File: src/hw/rtl/hlt_pkg.sv
`timescale 1ns / 1ps
`default_nettype none

package hlt_pkg;

   // Table geometry.
   localparam int TABLE_DEPTH = 2048;
   localparam int IDX_W       = $clog2(TABLE_DEPTH);
   localparam int CNT_W       = $clog2(TABLE_DEPTH + 1);

   // Field widths.
   localparam int IP_W       = 32;
   localparam int MAC_W      = 48;
   localparam int CONF_W     = 2;
   localparam int MIN_CONF_W = 8;
   localparam int EVENT_W    = 3;
   localparam int CSR_IDX_W  = 8;
   localparam int CSR_DATA_W = 8;

   // Highest confidence level; a code of 3 saturates to it.
   localparam logic [CONF_W-1:0] CONF_MAX = 2'd2;

   // Configuration register indexes.
   localparam logic [CSR_IDX_W-1:0] CSR_REQUIRE_MAC = 8'd0;
   localparam logic [CSR_IDX_W-1:0] CSR_CONF_FLOOR  = 8'd1;

   // Result event codes.
   localparam logic [EVENT_W-1:0] EV_HIT_SILENT    = 3'd0;
   localparam logic [EVENT_W-1:0] EV_HIT_CHANGED   = 3'd1;
   localparam logic [EVENT_W-1:0] EV_NEW_REPORTED  = 3'd2;
   localparam logic [EVENT_W-1:0] EV_NEW_SILENT    = 3'd3;
   localparam logic [EVENT_W-1:0] EV_DROPPED_FULL  = 3'd4;

   typedef struct packed {
      logic [IP_W-1:0]   ip;
      logic [MAC_W-1:0]  mac;
      logic [CONF_W-1:0] conf;
   } entry_type;

   // Commands from the controller to the datapath.
   typedef struct packed {
      logic load;         // latch the incoming observation, restart the scan
      logic scan_rd;      // read the next table entry
      logic commit_hit;   // update the matched entry and load the result
      logic commit_miss;  // append or drop, and load the result
   } hlt_cmd_type;

   // Status from the datapath to the controller.
   typedef struct packed {
      logic more;     // entries remain to be read
      logic pending;  // a read entry waits for comparison
      logic hit;      // the entry under comparison matches the address
   } hlt_sts_type;

endpackage

`default_nettype wire

File: src/hw/rtl/hlt_ctrl.sv
`timescale 1ns / 1ps
`default_nettype none

module hlt_ctrl (
   input  wire                  clock,
   input  wire                  reset,
   input  wire                  req_valid,
   output logic                 req_ready,
   output logic                 rsp_valid,
   input  wire                  rsp_ready,
   input  hlt_pkg::hlt_sts_type sts,
   output hlt_pkg::hlt_cmd_type cmd
);

   typedef enum logic [1:0] {
      ST_IDLE,
      ST_SCAN,
      ST_COMMIT_HIT,
      ST_COMMIT_MISS
   } state_type;

   state_type state_ff;
   state_type state_in;
   logic      rsp_valid_ff;
   logic      rsp_valid_in;
   logic      out_free;

   assign out_free  = !rsp_valid_ff || rsp_ready;
   assign req_ready = (state_ff == ST_IDLE);
   assign rsp_valid = rsp_valid_ff;

   always_comb begin
      cmd             = '0;
      cmd.load        = (state_ff == ST_IDLE) && req_valid;
      cmd.scan_rd     = (state_ff == ST_SCAN) && sts.more && !sts.hit;
      cmd.commit_hit  = (state_ff == ST_COMMIT_HIT) && out_free;
      cmd.commit_miss = (state_ff == ST_COMMIT_MISS) && out_free;
   end

   always_comb begin
      state_in = state_ff;
      case (state_ff)
         ST_IDLE: begin
            if (req_valid) begin
               state_in = ST_SCAN;
            end
         end
         ST_SCAN: begin
            if (sts.hit) begin
               state_in = ST_COMMIT_HIT;
            end else if (!sts.more && !sts.pending) begin
               state_in = ST_COMMIT_MISS;
            end
         end
         ST_COMMIT_HIT: begin
            if (out_free) begin
               state_in = ST_IDLE;
            end
         end
         ST_COMMIT_MISS: begin
            if (out_free) begin
               state_in = ST_IDLE;
            end
         end
         default: begin
            state_in = ST_IDLE;
         end
      endcase
   end

   always_comb begin
      rsp_valid_in = rsp_valid_ff;
      if (cmd.commit_hit || cmd.commit_miss) begin
         rsp_valid_in = 1'b1;
      end else if (rsp_ready) begin
         rsp_valid_in = 1'b0;
      end
   end

   always_ff @(posedge clock) begin
      if (reset) begin
         state_ff     <= ST_IDLE;
         rsp_valid_ff <= 1'b0;
      end else begin
         state_ff     <= state_in;
         rsp_valid_ff <= rsp_valid_in;
      end
   end

   // A result is never loaded over one that has not been taken.
   a_commit_out_free: assert property (@(posedge clock) disable iff (reset)
      (cmd.commit_hit || cmd.commit_miss) |-> (!rsp_valid_ff || rsp_ready))
      else $error("result loaded while the output register was occupied");

   // No further read is issued once a match has been found.
   a_no_read_on_hit: assert property (@(posedge clock) disable iff (reset)
      !(cmd.scan_rd && sts.hit))
      else $error("table read issued in the cycle of a match");

   // An accepted observation always starts a scan.
   a_accept_scans: assert property (@(posedge clock) disable iff (reset)
      (req_valid && req_ready) |=> (state_ff == ST_SCAN))
      else $error("accepted observation did not start a scan");

endmodule

`default_nettype wire

File: config.mk
export PLATFORM = sky130hd
export DESIGN_NAME = hlt_ctrl
export DESIGN_NICKNAME = d
export VERILOG_FILES = /design/src/hw/rtl/hlt_pkg.sv /design/src/hw/rtl/hlt_ctrl.sv
export SDC_FILE = /design/constraint.sdc
export NUM_CORES = 1
export LEC_CHECK = 0
export BUFFER_PORTS_ARGS = -buffer_cell sky130_fd_sc_hd__buf_2
export CAP_MARGIN = 20
export CELL_PAD_IN_SITES_DETAIL_PLACEMENT = 0
export CELL_PAD_IN_SITES_GLOBAL_PLACEMENT = 1
export CORE_AREA = 2 2 39 41
export CTS_BUF_LIST = sky130_fd_sc_hd__clkbuf_8
export CTS_CLUSTER_DIAMETER = 40
export CTS_CLUSTER_SIZE = 24
export DETAILED_ROUTE_END_ITERATION = 7
export DIE_AREA = 0 0 41 43
export PLACE_DENSITY = 0.45
export SYNTH_ARGS = -nofsm -noshare
export SYNTH_HDL_FRONTEND = slang
export SYNTH_SLANG_ARGS = --single-unit
File: constraint.sdc
create_clock -name clock -period 1.1 [get_ports clock]
set_input_delay 0.22 -clock clock [delete_from_list [all_inputs] [get_ports clock]]
set_output_delay 0.22 -clock clock [all_outputs]
set_load 0.01 [all_outputs]
== Yosys cells after proc, flatten, opt, wreduce, memory -nomap -nowiden ==
Cells that the tools add are included.

* Register bits after elaboration: 3
* Bits of input ports: 7
* Output and inout bits: 6
* Logic and storage cells: 31

* Equality and inequality tests: 6
* Multiplexer cells: 7
* Reductions and logical operators: 16

{| class="wikitable"
|+ Operators by type and width
! kind !! number
|-
| 2-bit two-way mux || 4
|-
| 1-bit logical AND || 6
|-
| 2-bit case mux with 3 select lines || 1
|-
| 2-bit equality test, second input constant || 2
|-
| 1-bit zero test || 4
|-
| 3-bit by 2-bit != test with 1-bit output, second input constant || 1
|-
| 3-bit AND reduction || 1
|-
| 2-bit by 1-bit equality test with 1-bit output, second input constant || 1
|-
| 2-bit zero test || 1
|-
| 1-bit logical OR || 2
|-
| 1-bit two-way mux || 2
|-
| 2-bit by 1-bit != test with 1-bit output, second input constant || 1
|-
| 2-bit != test, second input constant || 1
|-
| 2-bit nonzero test || 1
|-
| 2-bit OR reduction || 1
|}

== Longest topological paths before layout ==
* Depth after elaboration: 5
* Gate-level depth with buffers: 3
* Gate-level depth less buffers: 3

== Least setup slack after synthesis ==
OpenSTA, ideal clock, no wires.

* Kind: reg-to-output
* Start point: reg rsp_valid_ff, in the netlist rsp_valid
* End point: out cmd[1] (netlist bit)
* Data arrival time: 0.836 ns
* Data required time: 0.880 ns
* Slack: 0.044 ns
* Cell stages (with the launch flop): 3
* Buffers on the path: 0
* Path through: dfxtp_1 and2b_1 nor3b_1

{| class="wikitable"
|+ RTL lines
! what !! line !! source
|-
| start, declared || hlt_ctrl.sv:24 || <nowiki>logic rsp_valid_ff;</nowiki>
|-
| start signal, assigned || hlt_ctrl.sv:86 || <nowiki>rsp_valid_ff <= rsp_valid_in;</nowiki>
|-
| end, declared || hlt_ctrl.sv:12 || <nowiki>output hlt_pkg::hlt_cmd_type cmd</nowiki>
|}

==> results.ini <==
[run_status]
status = finished, violations left
violations = negative setup slack

[grt]
first_global_vias = 201
grt_usage_pct = 6.92
grt_pass1_wl_um = 745
grt_max_degree = 6
antenna_found_initial = 0
overflow = 0

[timing]
slew_violations = 0
rsz0062_at_grt = true
clock_skew_ns = 0.000716
worstMarginPinSlew_ns = 0.177
layout_worst_path_cycle_share_pct = 114
fin_setup_tns_ns = -0.430
hold_viol_final = 0
fmax_mhz = 795
slew_headroom_pct = 87.9
finalWorstSetupSlack_ns = -0.157
finalSetupViolCount = 4
fin_crit_ns = 1.26

[finish]
layout-drive-gt1-share_pct = 72.5
synthToLayoutAreaGrowth_pct = 113
seqCellArea_um2 = 68.8
instances_no_fill = 56
nets = 48
multi_input_area_um2 = 133
num_antenna_cells = 0
final_util_pct = 26.9
n_fill_cell = 159
layout_commonest_cell = buf_2
layout_common_cells = buf_2, buf_4, nor2_1, clkbuf_8

[cts]
cts_tree = yes
clkTransAtPathRegs_ns = 0.03
clock_sinks = 3
cts_buffers = 3
htreeDepth = 1
worstSkewPairLatency_ns = 0.21
max-clock-path-buffers = 2
cts_root_buffer = clkbuf_8

[floorplan]
die-height_um = 43
start_util_pct = 12.7
die_w_um = 41
dieArea_um2 = 1760
io_pins = 13
num_rows = 14
core-area_um2 = 1380

[synthesis]
synth_area_per_cell_um2 = 8.76
synth_cell_types = 15
synth_fp_nets = 27
ys_seq_elements = 3
synth_edf_count = 0
synthTopCellsByArea = dfxtp_1, nor2_1, o31ai_2
yosysMostFrequentCell = nor2_1
ys.flop_type = dfxtp_1
synth_warnings = 0
synth_top_area_share_pct = 34.3
synth_area_leader_cell = dfxtp_1
synth_area_um2 = 175
ys_seq_area_share_pct = 34.3
syn-instance-count = 20
ys_async_sr_fraction_pct = 0
synth_common_cells = nor2_1, dfxtp_1

[hold_path]
min_to = state_ff[1]$_SDFFE_PP0P_
worstHoldStart = reset
hp-class = in2reg
whs_path_depth = 2

[placed_design]
hpwl_um = 370
port_buffers = 12
placed_cells = 51
gp_congestion = 0.557

[setup_path]
critPathLaunchType = flop
slowest_delay_ns = 0.31
path_buf_inv = 1
r2r-start = rsp_valid$_SDFFE_PP0P_
r2r_cells = 5
path_max_fanout = 3
crit_chain = and2b_1, and3b_2, buf_6
crit_type = reg2out
r2r_slack_ns = 0.08
critPathSlowestCell = dfxtp_2
crit_arrival_ns = 1.04
r2r_end = state_ff[0]$_SDFFE_PP0P_
setup.worst_path.end_class = output pin
cp_data_required_time_ns = 0.88
critical_path.top_delay_family = simple AND/OR/NAND/NOR gates

[power]
switching_share_pct = 22.0
combPwrFrac_pct = 14.4
p_seq_share_pct = 24.3
intPower_uw = 394
pwr-share-clk_pct = 61.2
power_density_nw_per_um2 = 1350
net-switching-power_uw = 111
leakagePower_uw = 0.000185
vdd_ir_drop_max_mv = 0.212

[detailed_routing]
first_pass_iters = 4
antenna_left = 0
dr.first_iter.drc_count = 3
via_per_inst = 3.84
drc = 0
vias = 215
wl_um = 494
wl_per_cell_um = 8.82

[run]
maxCapViolCount = 0

-- area by class of cell --
cell class	count	area share (%)
Inverter	1	1.01
Clock buffer	3	11.1
Multi-Input combinational cell	16	35.6
Clock inverter	1	1.01
Timing Repair Buffer	16	27.5
Tap cell	16	5.37
Sequential cell	3	18.5
-- through the flow --
step / total power, uW / setup slack (ns) / hold slack, ns / area [um2]
final: 505 / -0.157 / 0.204 / 373
after global routing: 529 / -0.197 / 0.209 / 373
after CTS: 518 / -0.167 / 0.196 / 373
after detailed placement: 187 / 0.0146 / 0.432 / 278
after global placement: 186 / 0.0380 / 0.436 / 278
after floorplan: 152 / 0.0437 / 0.282 / 175
-- worst max-delay path by stage --
stage / start / to / slack, ns / depth (start not counted)
after floorplan: rsp_valid$_SDFFE_PP0P_ / cmd[1] / 0.04 / 2
after global placement: rsp_ready / cmd[0] / 0.04 / 4
after detailed placement: rsp_ready / cmd[0] / 0.01 / 4
after CTS: rsp_valid$_SDFFE_PP0P_ / cmd[0] / -0.17 / 3
after global routing: rsp_valid$_SDFFE_PP0P_ / cmd[0] / -0.20 / 3
final: rsp_valid$_SDFFE_PP0P_ / cmd[0] / -0.16 / 3
-- sequential cells by signal, indices dropped and copies added, names as in the netlist --
name and flops:
state_ff 2, rsp_valid 1
-- power by group through the flow --
stage                     sequential (uW)  clock (uW)  combinational (uW)
after floorplan                       124           0                28.4
after global placement                123           0                63.6
after detailed placement              123           0                64.0
after CTS                             123         321                74.4
after global routing                  124         324                80.6
final                                 123         309                73.0
-- cell families (layout without fill, tap and decap cells) --
kind of cell           after synthesis  after routing  share of synthesized area (%)
AOI/OAI and AO/OA                    3              3                           15.0
and+or+nand+nor                     12             12                           42.9
DFF                                  3              3                           34.3
muxes                                1              1                           5.71
buffers and inverters                1             21                           2.14
-- layer usage --
| layer | global-route usage [%] | share of wire, % |
|---|---|---|
| met5 | 0 | 0 |
| met4 | 10.0 | 0 |
| met3 | 1.57 | 15 |
| met2 | 7.81 | 40 |
| met1 | 8.33 | 46 |
-- what timing repair did --
action / CTS / global route
resized for setup: 12 / 0
buffers inserted: 1 / 0
setup endpoints to repair: 4 / 4
hold buffers: 0 / 0
pin swaps: 3 / 2
(Power assumes the default switching activity.)
